**config.mk**
```make
export PLATFORM = sky130hd
export DESIGN_NAME = rgb_led_chain_serializer_top
export DESIGN_NICKNAME = d
export VERILOG_FILES = /design/src/rtl/core/rlcs_pkg.sv /design/src/rtl/core/rlcs_color_mem.sv /design/src/rtl/core/rlcs_exec.sv /design/src/rtl/core/rgb_led_chain_serializer_top.sv
export SDC_FILE = /design/constraint.sdc
export NUM_CORES = 1
export LEC_CHECK = 0
export BUFFER_PORTS_ARGS = -buffer_cell sky130_fd_sc_hd__clkbuf_2
export CORE_MARGIN = 1.5
export CORE_UTILIZATION = 40
export CTS_BUF_LIST = sky130_fd_sc_hd__clkbuf_4
export DETAILED_ROUTE_END_ITERATION = 6
export HOLD_SLACK_MARGIN = 0.05
export SLEW_MARGIN = 5
export SYNTH_ARGS = -nofsm -noshare
export SYNTH_HDL_FRONTEND = slang
export SYNTH_SLANG_ARGS = --single-unit
```
**constraint.sdc**
```tcl
create_clock -name i_clk -period 6.8 [get_ports i_clk]
set_input_delay 0.68 -clock i_clk [delete_from_list [all_inputs] [get_ports i_clk]]
set_output_delay 0.68 -clock i_clk [all_outputs]
set_load 0.01 [all_outputs]
```
**src/rtl/core/rlcs_pkg.sv**
```systemverilog
// Shared types, constants and helpers for the RGB LED chain serializer.
// No dependencies; every other file in rtl/core imports this package.
package rlcs_pkg;

    localparam int LED_SLOTS = 4;
    localparam int SLOT_W    = (LED_SLOTS > 1) ? $clog2(LED_SLOTS) : 1;
    localparam int ACT_W     = ($clog2(LED_SLOTS + 1) > 3) ? $clog2(LED_SLOTS + 1) : 3;
    localparam int CMP_W     = (ACT_W > 8) ? ACT_W : 8;

    localparam int COLOR_W   = 24;
    localparam int INDEX_W   = 8;
    localparam int TICK_W    = 8;
    localparam int COUNT_W   = 3;
    localparam int BIT_W     = 5;
    localparam int CFG_IDX_W = 3;
    localparam int CFG_DAT_W = 8;

    localparam logic [BIT_W-1:0]   LAST_BIT   = BIT_W'(COLOR_W - 1);
    localparam logic [COLOR_W-1:0] COLOR_ONES = {COLOR_W{1'b1}};

    localparam logic [COUNT_W-1:0] RST_LED_COUNT = COUNT_W'(1);
    localparam logic [TICK_W-1:0]  RST_ONE_HIGH  = TICK_W'(56);
    localparam logic [TICK_W-1:0]  RST_ONE_LOW   = TICK_W'(30);
    localparam logic [TICK_W-1:0]  RST_ZERO_HIGH = TICK_W'(26);
    localparam logic [TICK_W-1:0]  RST_ZERO_LOW  = TICK_W'(53);

    typedef enum logic [1:0] {
        OP_SET   = 2'd0,
        OP_GET   = 2'd1,
        OP_START = 2'd2,
        OP_TICK  = 2'd3
    } t_op;

    typedef enum logic [CFG_IDX_W-1:0] {
        CFG_LED_COUNT = 3'd0,
        CFG_ONE_HIGH  = 3'd1,
        CFG_ONE_LOW   = 3'd2,
        CFG_ZERO_HIGH = 3'd3,
        CFG_ZERO_LOW  = 3'd4
    } t_cfg_idx;

    typedef struct packed {
        logic [COUNT_W-1:0] led_count;
        logic [TICK_W-1:0]  one_high;
        logic [TICK_W-1:0]  one_low;
        logic [TICK_W-1:0]  zero_high;
        logic [TICK_W-1:0]  zero_low;
    } t_cfg;

    // Reorders a red, green, blue color into the green, red, blue wire order.
    function automatic logic [COLOR_W-1:0] grb_order(input logic [COLOR_W-1:0] rgb);
        return {rgb[15:8], rgb[23:16], rgb[7:0]};
    endfunction

endpackage

```
**src/rtl/core/rlcs_color_mem.sv**
```systemverilog
// Color store: one write port and two registered read ports.
// Per-entry valid bits make unwritten entries read as zero after reset. Uses rlcs_pkg.
module rlcs_color_mem (
    input  logic                          i_clk,
    input  logic                          i_rst_n,
    input  logic                          i_wr_en,
    input  logic [rlcs_pkg::SLOT_W-1:0]   i_wr_addr,
    input  logic [rlcs_pkg::COLOR_W-1:0]  i_wr_data,
    input  logic                          i_rd_en_a,
    input  logic [rlcs_pkg::SLOT_W-1:0]   i_rd_addr_a,
    output logic [rlcs_pkg::COLOR_W-1:0]  o_rd_data_a,
    input  logic [rlcs_pkg::SLOT_W-1:0]   i_rd_addr_b,
    output logic [rlcs_pkg::COLOR_W-1:0]  o_rd_data_b
);
    import rlcs_pkg::*;

    logic [COLOR_W-1:0]   r_mem [LED_SLOTS];
    logic [LED_SLOTS-1:0] r_valid;
    logic [COLOR_W-1:0]   r_rd_a;
    logic [COLOR_W-1:0]   r_rd_b;
    logic                 r_vld_a;
    logic                 r_vld_b;

    always_ff @(posedge i_clk) begin
        if (!i_rst_n) begin
            r_valid <= '0;
        end else if (i_wr_en) begin
            r_valid[i_wr_addr] <= 1'b1;
        end
    end

    always_ff @(posedge i_clk) begin
        if (i_wr_en) begin
            r_mem[i_wr_addr] <= i_wr_data;
        end
        if (i_rd_en_a) begin
            r_rd_a  <= r_mem[i_rd_addr_a];
            r_vld_a <= r_valid[i_rd_addr_a];
        end
        r_rd_b  <= r_mem[i_rd_addr_b];
        r_vld_b <= r_valid[i_rd_addr_b];
    end

    assign o_rd_data_a = r_vld_a ? r_rd_a : '0;
    assign o_rd_data_b = r_vld_b ? r_rd_b : '0;

endmodule

```
**src/rtl/core/rlcs_exec.sv**
```systemverilog
// Execute stage, frame sequencer and output register of the serializer.
// Drives the color store ports and forwards a same-cycle write. Uses rlcs_pkg.
module rlcs_exec (
    input  logic                          i_clk,
    input  logic                          i_rst_n,
    input  rlcs_pkg::t_cfg                i_cfg,
    input  logic                          i_in_valid,
    output logic                          o_in_ready,
    input  logic [1:0]                    i_op,
    input  logic [rlcs_pkg::INDEX_W-1:0]  i_index,
    input  logic [rlcs_pkg::COLOR_W-1:0]  i_color,
    output logic                          o_mem_wr_en,
    output logic [rlcs_pkg::SLOT_W-1:0]   o_mem_wr_addr,
    output logic [rlcs_pkg::COLOR_W-1:0]  o_mem_wr_data,
    output logic                          o_mem_rd_en_a,
    output logic [rlcs_pkg::SLOT_W-1:0]   o_mem_rd_addr_a,
    input  logic [rlcs_pkg::COLOR_W-1:0]  i_mem_rd_data_a,
    output logic [rlcs_pkg::SLOT_W-1:0]   o_mem_rd_addr_b,
    input  logic [rlcs_pkg::COLOR_W-1:0]  i_mem_rd_data_b,
    output logic                          o_out_valid,
    input  logic                          i_out_ready,
    output logic [rlcs_pkg::COLOR_W-1:0]  o_read_color,
    output logic                          o_error,
    output logic                          o_pin,
    output logic                          o_busy_res,
    output logic                          o_done_res
);
    import rlcs_pkg::*;

    logic                 in_accept;
    logic                 s1_adv;
    logic [SLOT_W-1:0]    rd_addr_a;

    logic                 r_s1_valid;
    t_op                  r_s1_op;
    logic [INDEX_W-1:0]   r_s1_index;
    logic [COLOR_W-1:0]   r_s1_color;
    logic                 r_byp_hit;
    logic [COLOR_W-1:0]   r_byp_data;

    logic                 r_sending;
    logic                 r_low;
    logic [TICK_W-1:0]    r_cnt;
    logic [BIT_W-1:0]     r_bit;
    logic [SLOT_W-1:0]    r_led;
    logic [COLOR_W-1:0]   r_cur_grb;

    logic                 n_sending;
    logic                 n_low;
    logic [TICK_W-1:0]    n_cnt;
    logic [BIT_W-1:0]     n_bit;
    logic [SLOT_W-1:0]    n_led;
    logic [COLOR_W-1:0]   n_cur_grb;

    logic                 r_out_valid;
    logic [COLOR_W-1:0]   r_read_color;
    logic                 r_error;
    logic                 r_pin;
    logic                 r_busy;
    logic                 r_done;

    logic [COLOR_W-1:0]   n_read_color;
    logic                 n_error;
    logic                 n_done;
    logic                 n_wr_en;

    logic [COLOR_W-1:0]   s1_rd_color;
    logic [ACT_W-1:0]     act_count;
    logic                 idx_bad;
    logic                 cur_one;
    logic [TICK_W-1:0]    raw_len;
    logic [TICK_W-1:0]    phase_len;
    logic [SLOT_W-1:0]    next_led;

    assign s1_adv     = r_s1_valid && (!r_out_valid || i_out_ready);
    assign o_in_ready = !r_s1_valid || s1_adv;
    assign in_accept  = i_in_valid && o_in_ready;

    assign rd_addr_a       = (t_op'(i_op) == OP_START) ? '0 : i_index[SLOT_W-1:0];
    assign o_mem_rd_en_a   = in_accept;
    assign o_mem_rd_addr_a = rd_addr_a;

    assign next_led        = (r_led == SLOT_W'(LED_SLOTS - 1)) ? '0 : r_led + SLOT_W'(1);
    assign o_mem_rd_addr_b = next_led;

    assign s1_rd_color = r_byp_hit ? r_byp_data : i_mem_rd_data_a;
    assign act_count   = (ACT_W'(i_cfg.led_count) > ACT_W'(LED_SLOTS)) ?
                         ACT_W'(LED_SLOTS) : ACT_W'(i_cfg.led_count);
    assign idx_bad     = CMP_W'(r_s1_index) >= CMP_W'(act_count);

    assign cur_one   = r_cur_grb[r_bit];
    assign raw_len   = r_low ? (cur_one ? i_cfg.one_low : i_cfg.zero_low)
                             : (cur_one ? i_cfg.one_high : i_cfg.zero_high);
    assign phase_len = (raw_len == '0) ? TICK_W'(1) : raw_len;

    always_comb begin
        n_sending    = r_sending;
        n_low        = r_low;
        n_cnt        = r_cnt;
        n_bit        = r_bit;
        n_led        = r_led;
        n_cur_grb    = r_cur_grb;
        n_read_color = '0;
        n_error      = 1'b0;
        n_done       = 1'b0;
        n_wr_en      = 1'b0;
        case (r_s1_op)
            OP_SET, OP_GET: begin
                if (idx_bad || (r_s1_op == OP_SET && r_sending)) begin
                    n_read_color = COLOR_ONES;
                    n_error      = 1'b1;
                end else begin
                    n_read_color = s1_rd_color;
                    n_wr_en      = (r_s1_op == OP_SET);
                end
            end
            OP_START: begin
                if (r_sending || act_count == '0) begin
                    n_error = 1'b1;
                end else begin
                    n_sending = 1'b1;
                    n_led     = '0;
                    n_bit     = LAST_BIT;
                    n_low     = 1'b0;
                    n_cnt     = '0;
                    n_cur_grb = grb_order(s1_rd_color);
                end
            end
            default: begin
                if (r_sending) begin
                    if ({1'b0, r_cnt} + 9'd1 < {1'b0, phase_len}) begin
                        n_cnt = r_cnt + TICK_W'(1);
                    end else begin
                        n_cnt = '0;
                        if (!r_low) begin
                            n_low = 1'b1;
                        end else begin
                            n_low = 1'b0;
                            if (r_bit != '0) begin
                                n_bit = r_bit - BIT_W'(1);
                            end else begin
                                n_bit = LAST_BIT;
                                if (ACT_W'(r_led) + ACT_W'(1) < act_count) begin
                                    n_led     = next_led;
                                    n_cur_grb = grb_order(i_mem_rd_data_b);
                                end else begin
                                    n_led     = '0;
                                    n_sending = 1'b0;
                                    n_done    = 1'b1;
                                end
                            end
                        end
                    end
                end
            end
        endcase
    end

    assign o_mem_wr_en   = s1_adv && n_wr_en;
    assign o_mem_wr_addr = r_s1_index[SLOT_W-1:0];
    assign o_mem_wr_data = r_s1_color;

    always_ff @(posedge i_clk) begin
        if (!i_rst_n) begin
            r_s1_valid  <= 1'b0;
            r_out_valid <= 1'b0;
            r_sending   <= 1'b0;
            r_low       <= 1'b0;
            r_cnt       <= '0;
            r_bit       <= LAST_BIT;
            r_led       <= '0;
        end else begin
            if (in_accept) begin
                r_s1_valid <= 1'b1;
            end else if (s1_adv) begin
                r_s1_valid <= 1'b0;
            end
            if (s1_adv) begin
                r_out_valid <= 1'b1;
                r_sending   <= n_sending;
                r_low       <= n_low;
                r_cnt       <= n_cnt;
                r_bit       <= n_bit;
                r_led       <= n_led;
            end else if (i_out_ready) begin
                r_out_valid <= 1'b0;
            end
        end
    end

    always_ff @(posedge i_clk) begin
        if (in_accept) begin
            r_s1_op    <= t_op'(i_op);
            r_s1_index <= i_index;
            r_s1_color <= i_color;
            r_byp_hit  <= o_mem_wr_en && (o_mem_wr_addr == rd_addr_a);
            r_byp_data <= o_mem_wr_data;
        end
        if (s1_adv) begin
            r_cur_grb    <= n_cur_grb;
            r_read_color <= n_read_color;
            r_error      <= n_error;
            r_pin        <= n_sending && !n_low;
            r_busy       <= n_sending;
            r_done       <= n_done;
        end
    end

    assign o_out_valid  = r_out_valid;
    assign o_read_color = r_read_color;
    assign o_error      = r_error;
    assign o_pin        = r_pin;
    assign o_busy_res   = r_busy;
    assign o_done_res   = r_done;

    a_done_ends_busy: assert property (@(posedge i_clk) disable iff (!i_rst_n)
        (r_out_valid && r_done) |-> (!r_busy && !r_pin))
        else $error("frame end reported while still busy");

    a_pin_needs_busy: assert property (@(posedge i_clk) disable iff (!i_rst_n)
        (r_out_valid && r_pin) |-> r_busy)
        else $error("pin high outside a frame");

    a_no_overwrite: assert property (@(posedge i_clk) disable iff (!i_rst_n)
        (in_accept && r_s1_valid) |-> s1_adv)
        else $error("item accepted over a stalled execute stage");

    a_bit_range: assert property (@(posedge i_clk) disable iff (!i_rst_n)
        r_bit <= LAST_BIT)
        else $error("bit position out of range");

    a_no_write_busy: assert property (@(posedge i_clk) disable iff (!i_rst_n)
        o_mem_wr_en |-> !r_sending)
        else $error("color store written during a frame");

endmodule

```
**src/rtl/core/rgb_led_chain_serializer_top.sv**
```systemverilog
// Top level of the RGB LED chain serializer: configuration registers and wiring.
// Instantiates rlcs_color_mem and rlcs_exec; uses rlcs_pkg.
//
// Usage: items enter on the input channel (i_in_valid / o_in_ready) with an
// operation, an LED index and a color. Set and get read the color store,
// start begins a frame, and each tick item advances the serial waveform by
// one timer clock. Every item produces exactly one result on the output
// channel (o_out_valid / i_out_ready) carrying the read color, an error flag,
// the pin level, the busy flag and the end-of-frame flag.
// The color store is read at the edge that accepts an item, and the result
// is registered when the execute stage advances. One item is taken every
// cycle while the receiver takes results; the registered read of the color
// store and the execute stage set that rate. While a frame runs, the next
// LED's color is prefetched through a second read port of the store.
// A synchronous active-low reset clears the store's valid bits (all colors
// read as zero), the frame state and the configuration to its defaults.
// Configuration writes on the cfg channel are always ready and take effect
// at once. When the receiver stalls, the result holds and o_in_ready
// drops as soon as the execute stage holds an item.
module rgb_led_chain_serializer_top (
    input  logic                            i_clk,
    input  logic                            i_rst_n,
    input  logic                            i_cfg_valid,
    output logic                            o_cfg_ready,
    input  logic [rlcs_pkg::CFG_IDX_W-1:0]  i_cfg_index,
    input  logic [rlcs_pkg::CFG_DAT_W-1:0]  i_cfg_data,
    input  logic                            i_in_valid,
    output logic                            o_in_ready,
    input  logic [1:0]                      i_op,
    input  logic [rlcs_pkg::INDEX_W-1:0]    i_index,
    input  logic [rlcs_pkg::COLOR_W-1:0]    i_color,
    output logic                            o_out_valid,
    input  logic                            i_out_ready,
    output logic [rlcs_pkg::COLOR_W-1:0]    o_read_color,
    output logic                            o_error,
    output logic                            o_pin,
    output logic                            o_busy_res,
    output logic                            o_done_res
);
    import rlcs_pkg::*;

    t_cfg               r_cfg;
    logic               mem_wr_en;
    logic [SLOT_W-1:0]  mem_wr_addr;
    logic [COLOR_W-1:0] mem_wr_data;
    logic               mem_rd_en_a;
    logic [SLOT_W-1:0]  mem_rd_addr_a;
    logic [COLOR_W-1:0] mem_rd_data_a;
    logic [SLOT_W-1:0]  mem_rd_addr_b;
    logic [COLOR_W-1:0] mem_rd_data_b;

    assign o_cfg_ready = 1'b1;

    always_ff @(posedge i_clk) begin
        if (!i_rst_n) begin
            r_cfg.led_count <= RST_LED_COUNT;
            r_cfg.one_high  <= RST_ONE_HIGH;
            r_cfg.one_low   <= RST_ONE_LOW;
            r_cfg.zero_high <= RST_ZERO_HIGH;
            r_cfg.zero_low  <= RST_ZERO_LOW;
        end else if (i_cfg_valid) begin
            unique case (t_cfg_idx'(i_cfg_index))
                CFG_LED_COUNT: r_cfg.led_count <= i_cfg_data[COUNT_W-1:0];
                CFG_ONE_HIGH:  r_cfg.one_high  <= i_cfg_data[TICK_W-1:0];
                CFG_ONE_LOW:   r_cfg.one_low   <= i_cfg_data[TICK_W-1:0];
                CFG_ZERO_HIGH: r_cfg.zero_high <= i_cfg_data[TICK_W-1:0];
                CFG_ZERO_LOW:  r_cfg.zero_low  <= i_cfg_data[TICK_W-1:0];
                default: begin
                end
            endcase
        end
    end

    rlcs_color_mem u_mem (
        .i_clk       (i_clk),
        .i_rst_n     (i_rst_n),
        .i_wr_en     (mem_wr_en),
        .i_wr_addr   (mem_wr_addr),
        .i_wr_data   (mem_wr_data),
        .i_rd_en_a   (mem_rd_en_a),
        .i_rd_addr_a (mem_rd_addr_a),
        .o_rd_data_a (mem_rd_data_a),
        .i_rd_addr_b (mem_rd_addr_b),
        .o_rd_data_b (mem_rd_data_b)
    );

    rlcs_exec u_exec (
        .i_clk           (i_clk),
        .i_rst_n         (i_rst_n),
        .i_cfg           (r_cfg),
        .i_in_valid      (i_in_valid),
        .o_in_ready      (o_in_ready),
        .i_op            (i_op),
        .i_index         (i_index),
        .i_color         (i_color),
        .o_mem_wr_en     (mem_wr_en),
        .o_mem_wr_addr   (mem_wr_addr),
        .o_mem_wr_data   (mem_wr_data),
        .o_mem_rd_en_a   (mem_rd_en_a),
        .o_mem_rd_addr_a (mem_rd_addr_a),
        .i_mem_rd_data_a (mem_rd_data_a),
        .o_mem_rd_addr_b (mem_rd_addr_b),
        .i_mem_rd_data_b (mem_rd_data_b),
        .o_out_valid     (o_out_valid),
        .i_out_ready     (i_out_ready),
        .o_read_color    (o_read_color),
        .o_error         (o_error),
        .o_pin           (o_pin),
        .o_busy_res      (o_busy_res),
        .o_done_res      (o_done_res)
    );

endmodule
```
Word-level counts from Yosys, hierarchy flattened
Memory sizes are Yosys's and may differ from the RTL's. A register that Yosys moved wholly into a read port is not among the register bits.
Index checks and enable logic that the tools add are counted.
{ "op_classes": {"add_sub_neg": 5, "n_mul": 0, "div": 0, "n_lt_le_gt_ge": 9, "n_eq_ne": 12, "shifts": 0, "muxes": 67, "bitwise": 4, "reduce_logical": 35} }
{ "ops": {"columns": ["cell", "count"], "rows": [
  ["2-to-1 mux 24 bit", 10],
  ["2-to-1 mux 8 bit", 7],
  ["one-hot mux 24 bit (2 select lines)", 1],
  ["2-to-1 mux 1 bit", 25],
  ["2-to-1 mux 5 bit", 5],
  ["2-to-1 mux 2 bit", 8],
  ["one-hot mux 8 bit (2 select lines)", 1],
  ["one-hot mux 5 bit (2 select lines)", 1],
  ["AND reduction 2 bit", 5],
  ["nonzero test 2 bit", 5],
  ["adder 8 x 1 -> 9 bit (second input constant)", 1],
  ["less-than comparator 2 x 3 -> 1 bit (second input constant)", 3],
  ["less-than comparator 9 x 8 -> 1 bit", 1],
  ["adder 8 x 1 -> 8 bit (second input constant)", 1],
  [">= comparator 8 x 3 -> 1 bit", 1],
  ["logical NOT 8 bit", 1],
  ["AND reduction 8 bit", 1],
  ["logical AND 1 bit", 7],
  ["AND reduction 7 bit", 1],
  ["OR reduction 7 bit", 1],
  ["== test 2 bit (second input constant)", 3],
  ["== test 3 x 2 -> 1 bit (second input constant)", 2],
  ["logical NOT 3 bit", 2],
  ["less-than comparator 5 x 6 -> 1 bit (second input constant)", 1],
  ["26 further kinds", 38]
]} }
{ "totals": {"reg_bits": 171, "latch_bits": 0, "ram_bits": 96, "rom_bits": 0, "input_bits": 50, "output_inout_bits": 31, "word_cells": 159, "mem_count": 1} }
{ "mem_list": {"columns": ["memory", "words", "width", "read_ports", "rd_clocked_by_memory_dff", "wr", "line_no", "text"], "rows": [
  ["u_mem.r_mem", 4, 24, 2, 2, 1, "rlcs_color_mem.sv:17", "logic [COLOR_W-1:0] r_mem [LED_SLOTS];"]
]} }

Depth between registers and ports, before layout
Gate-level depths: netlist of the first run.
{ "logic_depth": {"depth_word": 12, "ltp_mapped": 19, "ltp_nobuf": 17} }

By module
From an unflattened synthesis of the first run, not the netlist that was laid out.
{ "unflattened": {"hier_cells": 914, "hier_area_um2": 13550.5} }
{ "modules_own_cells": {"columns": ["module", "n_inst", "cells_per_inst", "area_per_inst_um2", "seq_area_each_um2"], "rows": [
  ["rlcs_exec", 1, 506, 6232.2, 3713.6],
  ["rlcs_color_mem", 1, 272, 5886.9, 4214.0],
  ["rgb_led_chain_serializer_top", 1, 136, 1431.4, 700.7]
]} }

Worst setup path before layout of the first run
No wires, ideal clock.
{ "synth_path": {"path_type": "flip-flop to flip-flop", "start": "register u_exec.r_bit[0]", "end": "register u_exec.r_cur_grb[0], enable pin", "setup_time_ps": 405, "arrival_time_ps": 4448, "required_ps": 6395, "slack_ps": 1947, "path_stages_with_launch": 17, "n_path_buf": 2, "synth_period_minus_slack_ps": 4853, "cell_sequence": "dfxtp_1 buf_6 mux2i_1 a211oi_1 o311ai_2 nand3_2 buf_6 mux4_1 inv_1 ha_1 nand2_1 or4_1 a211o_1 o21ai_4 a31o_4 nand2_1 nor2_1"} }
{ "synth_via": {"elab_chain_len": 9, "elab_cells_between_ends": 12, "classes_between": "1 x order compare; 2 x eq/ne; 6 x mux; 3 x reduce/logical"} }
{ "synth_lines": {"columns": ["element", "line_no", "text"], "rows": [
  ["from (decl)", "rlcs_exec.sv:44", "logic [BIT_W-1:0] r_bit;"],
  ["from (signal assigned)", "rlcs_exec.sv:183", "r_bit <= n_bit;"],
  ["binary-select mux 1 bit (select 5 bit)", "rlcs_exec.sv:91", "assign cur_one = r_cur_grb[r_bit];"],
  ["2-to-1 mux 1 bit (not written as such)", "rlcs_exec.sv:91", null],
  ["2-to-1 mux 8 bit, on equally long branches", "rlcs_exec.sv:93, rlcs_exec.sv:92", null],
  ["2-to-1 mux 8 bit", "rlcs_exec.sv:92", "assign raw_len = r_low ? (cur_one ? i_cfg.one_low : i_cfg.zero_low)"],
  ["logical NOT 8 bit", "rlcs_exec.sv:94", "assign phase_len = (raw_len == '0) ? TICK_W'(1) : raw_len;"],
  ["2-to-1 mux 8 bit", "rlcs_exec.sv:94", null],
  ["less-than comparator 9 x 8 -> 1 bit", "rlcs_exec.sv:131", "if ({1'b0, r_cnt} + 9'd1 < {1'b0, phase_len}) begin"],
  ["!= test 2 bit (no source line)", null, null],
  ["AND reduction 8 bit (no source line) (*)", null, null],
  ["to (signal assigned)", "rlcs_exec.sv:200", "r_cur_grb <= n_cur_grb;"],
  ["to (decl)", "rlcs_exec.sv:46", "logic [COLOR_W-1:0] r_cur_grb;"]
]} }
Every way passes the cells marked *; elsewhere a longest branch is shown, timed or not. The select of a mux whose other input is x is not followed.
A chain may end at the register's enable or synchronous reset.

Final worst setup path of the first run
{ "layout_path": {"start": "register u_exec.r_bit[0]", "end": "register u_exec.r_cur_grb[19], enable pin"} }
The elaborated chain is that of the path after synthesis.

==> results of run 1 <==
## registers in the layout (all words and copies together), names as in the netlist, 2 cells and up
signal                flops
u_mem.r_rd_a             24
u_exec.r_s1_index         8
u_mem.r_rd_b             24
u_exec.r_cnt              8
u_exec.o_mem_wr_data     24
u_mem.r_mem              96
u_exec.r_bit              5
u_exec.o_read_color      24
u_mem.r_valid             4
u_exec.r_cur_grb         24
r_cfg                    35
u_exec.r_s1_op            2
u_exec.r_byp_data        24
u_exec.r_led              2
## synthesized netlist by cell type, types with 4 or more instances
master    instances  area share [%]
o22ai_1          25             1.2
o21ai_0          34             1.3
mux4_2           26             4.6
nor3_1           11            0.43
nor4_1            6            0.30
mux2i_1          17             1.3
dfxtp_1          83              13
nor2_1           19            0.56
a21oi_1          38             1.5
a31oi_1          25             1.2
a21o_1            5            0.30
a22o_1            4            0.28
a21boi_0         19             1.1
nor2b_1          10            0.49
nand2b_1          5            0.25
xnor2_1           7            0.48
and2_1            5            0.25
nand3_1          51             2.0
ha_1             15             1.5
inv_1            16            0.47
o21a_1            6            0.35
edfxtp_1        232              55
clkbuf_1         45             1.3
mux4_1            7             1.4
and3_1            9            0.44
nand2_1         147             4.3
or4_1             4            0.24
buf_1             4            0.12
a22oi_1          25             1.5
## area by class of cell
class                           count  area, um2
Clock buffer                      120        901
Antenna cell                        1       2.50
Inverter                           17       63.8
Clock inverter                     29        163
Fill cell                        2844      16700
Timing Repair Buffer               98        538
Tap cell                          402        503
Sequential cell                   315       8630
Multi-Input combinational cell    553       3860
## routing by layer
metal,part of all wire [%],routed length (um)
met5,0,0
met4,3.2,948
met3,5.0,1500
met2,51,15200
met1,41,12000
## stage by stage
step / worst slack, ps / hold slack [ps]
floorplan: 1950 / 436
global placement: 1650 / 452
detailed placement: 1590 / 462
CTS: 1580 / 54.4
global route: 1300 / 66.2
finish: 1620 / 116
## logic make-up after synthesis
logic type / Yosys count
flip-flops: 315
AND/OR/NAND/NOR: 280
AO/OA/AOI/OAI: 194
buffers and inverters: 70
multiplexers: 53
adder cells (fa/ha/maj): 15
XOR/XNOR: 10
other: 1
## worst paths after layout
| kind | cells after the start | to | startpoint |
|---|---|---|---|
| worst max-delay path | 18 | u_exec.r_cur_grb[19] | u_exec.r_bit[0] |
| worst min-delay path | 1 | u_exec.o_mem_wr_data[11] | i_color[11] |
| worst max register to register | 18 | u_exec.r_cur_grb[19] | u_exec.r_bit[0] |
| worst min register to register | 2 | u_exec.r_led[1] | u_exec.r_led[1] |
## cell usage in the layout, fill, tap and decap left out, types with 3 or more instances in the layout
cell type,synthesis,final
nand2_1,147,147
and3_1,9,7
nand3_1,51,51
nand2b_1,5,4
or4_1,4,4
xnor2_1,7,7
a31oi_1,25,25
mux4_1,7,7
nor4_1,6,6
o22ai_1,25,25
buf_4,1,19
a21boi_0,19,19
nand4_1,3,3
clkbuf_4,0,120
mux4_2,26,26
mux2i_1,17,17
a22oi_1,25,25
clkbuf_2,1,79
clkinv_1,1,20
edfxtp_1,232,232
xor2_1,3,3
nor2b_1,10,9
dfxtp_1,83,83
ha_1,15,15
a22o_1,4,4
clkinv_4,0,3
a21oi_1,38,38
clkinv_2,0,3
o21a_1,6,6
nor2_1,19,17
o21ai_0,34,34
nor3_1,11,9
inv_1,16,16
and2_1,5,4
a21o_1,5,5
## report_power, final
part	switching, W	leakage, nW	internal, W
clock network	0.000780	0.629	0.000857
registers	0.0000266	2.87	0.00212
logic	0.000117	1.92	0.0000564
## worst max-delay path, cell delays in order (launching register included)
cell,delay [ps]
dfxtp_1,680
mux4_1,640
mux2i_1,130
or3_1,130
nand3_2,280
mux4_1,570
inv_1,70
ha_1,230
a21o_1,160
a21o_1,160
a21o_1,170
a21oi_1,130
nor2_1,50
a2111oi_0,590
o21ai_4,250
a31o_4,310
nand2_1,80
nor2_2,40
buf_4,230
==> results.cfg, run 1 <==
[synthesis]
synth_cells = 938
yosysSeqAreaShare_pct = 67.8
synth-compound-area-share_pct = 9.87
synth_top_family_by_area = simple AND/OR/NAND/NOR gates
synth-xor-area-share_pct = 0.689
synthMuxAreaShare_pct = 7.68
syn_nets = 1003
ys_seq_elements = 315
syn_area_um2 = 12700
synthFlopType = edfxtp_1
synthArstFlopShare_pct = 0
synth_edf_count = 232
yosysWarningCount = 0
ys_types = 59
synth_fa_ha_area_share_pct = 1.48
synthSimpleGateAreaFrac_pct = 10.2
syn_area_per_cell_um2 = 13.6

[clock_network]
ctsHoldBuffers = 0
cts_buffers = 82
clock_sinks = 315
clock-root-buffer = clkbuf_4
path_clk_slew_ps = 70
tritoncts = built
clk_latency_ps = 730
clockBufferDepth = 3
cts-resized-gates = 0
cts_setup_buffers = 0
htree_levels = 3

[global_routing]
grtUsageMet1_pct = 21.5
overflow = 0
grt_max_degree = 74
antenna_found_initial = 1
grt_pass1_wl_mm = 45.8
met2_usage_pct = 31.7
grt-busiest-layer = met2
track_usage_pct = 18.4
grt_use_met3_pct = 4.15
grt_pass1_vias = 8597

[sta]
rsz0062_at_grt = no
clock_skew_ps = 75.9
drv_slew = 0
min_period_ps = 5180
setup_tns_ps = 0
tightestPinTransition_ps = 1040
setup_viol = 0
final_hold_viol_count = 0
post-route-period-util_pct = 76.2
slew_headroom_pct = 30.5
max_freq_ghz = 0.193

[detailed_routing]
firstDrtPassIters = 5
routed_wl_mm = 29.7
routedWlPerCell_um = 19.3
first_iter_violations = 566
drc = 0
routed_via_density = 5.41
num_vias = 8300
ant_nets = 0

[placement]
place_inst = 1385
hpwl_mm = 16.8
place_area_um2 = 13600
io_buffer_count = 79
place.gp.congestion = 0.844

[setup_path]
cp_max_fo = 24
reg2reg_slack_ps = 1620
required_ps = 7250
worstSetupPathType = flop to flop
arrival_ps = 5630
end_kind = flop
critPathLaunchType = flop

[floorplanning]
dieWidth_um = 181
row_count = 65
core_area_um2 = 31400
ios = 81
die_h_um = 181
initial_utilization_pct = 40.5
dieArea_um2 = 32900

[pwr]
power.leakage_nw = 5.42
ir_drop_uv = 158
totalPowerFinal_w = 0.00395
powerDensity_nw_per_um2 = 270

[finish]
final_nets = 1132
post_layout_nonfiller_instances = 1535
design_area_um2 = 14700
area_delta_synth_final_pct = 15.2
final_core_util_pct = 46.7
drive_gt1_share_pct = 24.5

[run]
maxCapViolations = 0

[worst_hold_path]
hold_path.class = input port to flop

[status]
status = complete, no violations
No activity file was read; power rests on OpenSTA's default activity.
==> inputs of run 2 (changes only) <==
==> constraint.sdc (replaced) <==
create_clock -name i_clk -period 4.2 [get_ports i_clk]
set_input_delay 0.42 -clock i_clk [delete_from_list [all_inputs] [get_ports i_clk]]
set_output_delay 0.42 -clock i_clk [all_outputs]
set_load 0.01 [all_outputs]
==> run 2 against run 1 <==
Net effect: global-route usage is 0.25 points higher; critical endpoint is now u_exec.r_cur_grb[22]; final cell count up 4.9%; flip-flop and latch count unchanged; non-clock buffer count increased by 72; sequential share of layout area is 3.4 points lower; utilization increased by 2.9 points; cell area rose by 6.1%; register-to-register slack worse by 1600 ps; clock skew is 6.3 ps lower; routed wire length rose by 3.3%; combinational power increased by 84%; clock power rose by 65%.
==> results.cfg, run 2 (synthesis gave the netlist of run 1 again) <==
[setup_path]
critPathLaunchType = flop
endpoint = u_exec.r_cur_grb[22]
cp_slowest_cell = or4_4
crit_top_cell = buf_6
reg2reg_depth = 17
cp_num_cells = 17
r2r-start = u_exec.r_bit[0]
critPathMaxStageDelay_ps = 460
rr_endpoint = u_exec.r_cur_grb[22]
arrival_ps = 4610
reg2reg_slack_ps = 8
required_ps = 4620
startpoint = u_exec.r_bit[0]
cp_max_fo = 6
end_kind = flop
worstSetupPathType = flop to flop
cp_num_buf_inv = 5
cp_top_family = simple AND/OR/NAND/NOR gates
path_cells = buf_6 > mux2_2 > o311ai_4 > nand3_4 > buf_6 > buf_6 > mux4_2 > inv_2 > ha_4 > nand3_2 > or4_4 > a211o_1 > o21ai_4 > a31o_4 > nand2_4 > nor2_4 > clkbuf_16

[pwr]
ir_drop_uv = 251
p_switching_w = 0.00147
internal-power_w = 0.00502
p_sw_share_pct = 22.7
seq_power_share_pct = 53.5
power.leakage_nw = 5.78
combPwrFrac_pct = 4.9
powerDensity_nw_per_um2 = 417
clock_power_share_pct = 41.6

[global_routing]
overflow = 0
grt_pass1_vias = 8555
grt_pass1_wl_mm = 46.5
track_usage_pct = 18.7
antenna_found_initial = 1
grt_max_degree = 56

[detailed_routing]
firstDrtPassIters = 5
routed_wl_mm = 30.7
drc = 0
ant_nets = 0
routedWlPerCell_um = 19.1
routed_via_density = 5.32
num_vias = 8570
first_iter_violations = 523

[clock_network]
clk_latency_ps = 740
tritoncts = built
htree_levels = 3
path_clk_slew_ps = 70
clock_sinks = 315
clockBufferDepth = 3
clock-root-buffer = clkbuf_4
cts_buffers = 83

[finish]
area_delta_synth_final_pct = 22.3
final_nets = 1206
post_layout_nonfiller_instances = 1610
multi_input_area_um2 = 3990
largest_register_ffs = 96
seqCellArea_um2 = 8630
drive_gt1_share_pct = 27.7
design_area_um2 = 15600
layout_commonest_cell = edfxtp_1
fillCellCount = 2729
top_register = u_mem.r_mem
final_cell_mix = edfxtp_1 (232), nand2_1 (146), clkbuf_4 (129), dfxtp_1 (82), clkbuf_2 (79)
reg.largest.list = u_mem.r_mem x96, r_cfg x35

[placement]
place_area_um2 = 13700
place_inst = 1400
place.gp.congestion = 0.857
io_buffer_count = 79
hpwl_mm = 17.3

[floorplanning]
dieWidth_um = 181
core_area_um2 = 31400
die_h_um = 181
dieArea_um2 = 32900
initial_utilization_pct = 40.5
ios = 81
row_count = 65

[worst_hold_path]
hold_path.class = input port to flop

[sta]
tightestPinTransition_ps = 1100
max_freq_ghz = 0.239
slew_headroom_pct = 26.9
clock_skew_ps = 69.6
min_period_ps = 4190
final_hold_viol_count = 0
rsz0062_at_grt = yes
setup_viol = 0
post-route-period-util_pct = 99.8
drv_slew = 0

[status]
status = complete, no violations

[run]
maxCapViolations = 0
-- run 2: power by group through the flow --
stage / registers [W] / logic (W) / clock network, W
6_report: 0.00347 / 0.000319 / 0.00270
5_1_grt: 0.00348 / 0.000348 / 0.00295
4_1_cts: 0.00347 / 0.000316 / 0.00279
3_5_place_dp: 0.00354 / 0.000280 / 0
3_3_place_gp: 0.00354 / 0.000277 / 0
2_1_floorplan: 0.00353 / 0.000158 / 0
-- run 2: repair_timing --
item	CTS	global route
pin swaps	3	22
cloned	1	1
gates resized for setup	7	37
endpoints found under the setup margin	35	44
hold buffers	45	0
hold endpoints to repair	71	0
buffers inserted	0	11
-- run 2: worst min-delay path by stage --
stage / startpoint / endpoint / slack, ps / cells after the start
floorplan: r_cfg[17] / r_cfg[17] / 440 / 2
global placement: r_cfg[15] / r_cfg[15] / 450 / 2
detailed placement: r_cfg[9] / r_cfg[9] / 450 / 2
CTS: i_cfg_index[1] / r_cfg[30] / 190 / 4
global route: i_cfg_index[1] / r_cfg[31] / 250 / 4
finish: i_cfg_index[1] / r_cfg[30] / 250 / 4
-- run 2: cell type report --
type | count | share of cell area (%)
diodes | 1 | 0.0161
well taps | 402 | 3.23
clock buffers | 129 | 6.23
flip-flops and latches | 315 | 55.5
clock inverters | 22 | 0.869
multi-input cells | 554 | 25.7
repair buffers | 170 | 8.08
inverters | 17 | 0.410
-- run 2: metal layers --
layer	wire [um]	share of wire (%)	GRT usage, %
met5	0	0	0
met4	702	2.3	8.63
met3	1510	4.9	3.93
met2	15900	52	32.4
met1	12600	41	22.2
-- run 2: worst register-to-register path, cell delays in order, from the launching register on --
cell       delay (ps)
dfxtp_4           380
buf_6             120
mux2_2            360
o311ai_4          270
nand3_4           170
buf_6             170
buf_6             110
mux4_2            430
inv_2              90
ha_4              130
nand3_2            50
or4_4             460
a211o_1           280
o21ai_4           200
a31o_4            190
nand2_4            80
nor2_4            200
clkbuf_16         180
-- run 2: metrics by stage --
stage | total power [W] | hold WS (ps) | setup TNS [ps] | setup slack, ps | util, %
3_3_place_gp | 0.00382 | 452 | -3920 | -165 | 43.7
6_report | 0.00649 | 246 | 0 | 8.25 | 49.5
2_1_floorplan | 0.00369 | 436 | 0 | 5.43 | -
4_1_cts | 0.00658 | 188 | -5.34 | -5.34 | 48.7
5_1_grt | 0.00677 | 252 | -3140 | -148 | 49.5
3_5_place_dp | 0.00382 | 455 | -4450 | -186 | 43.7
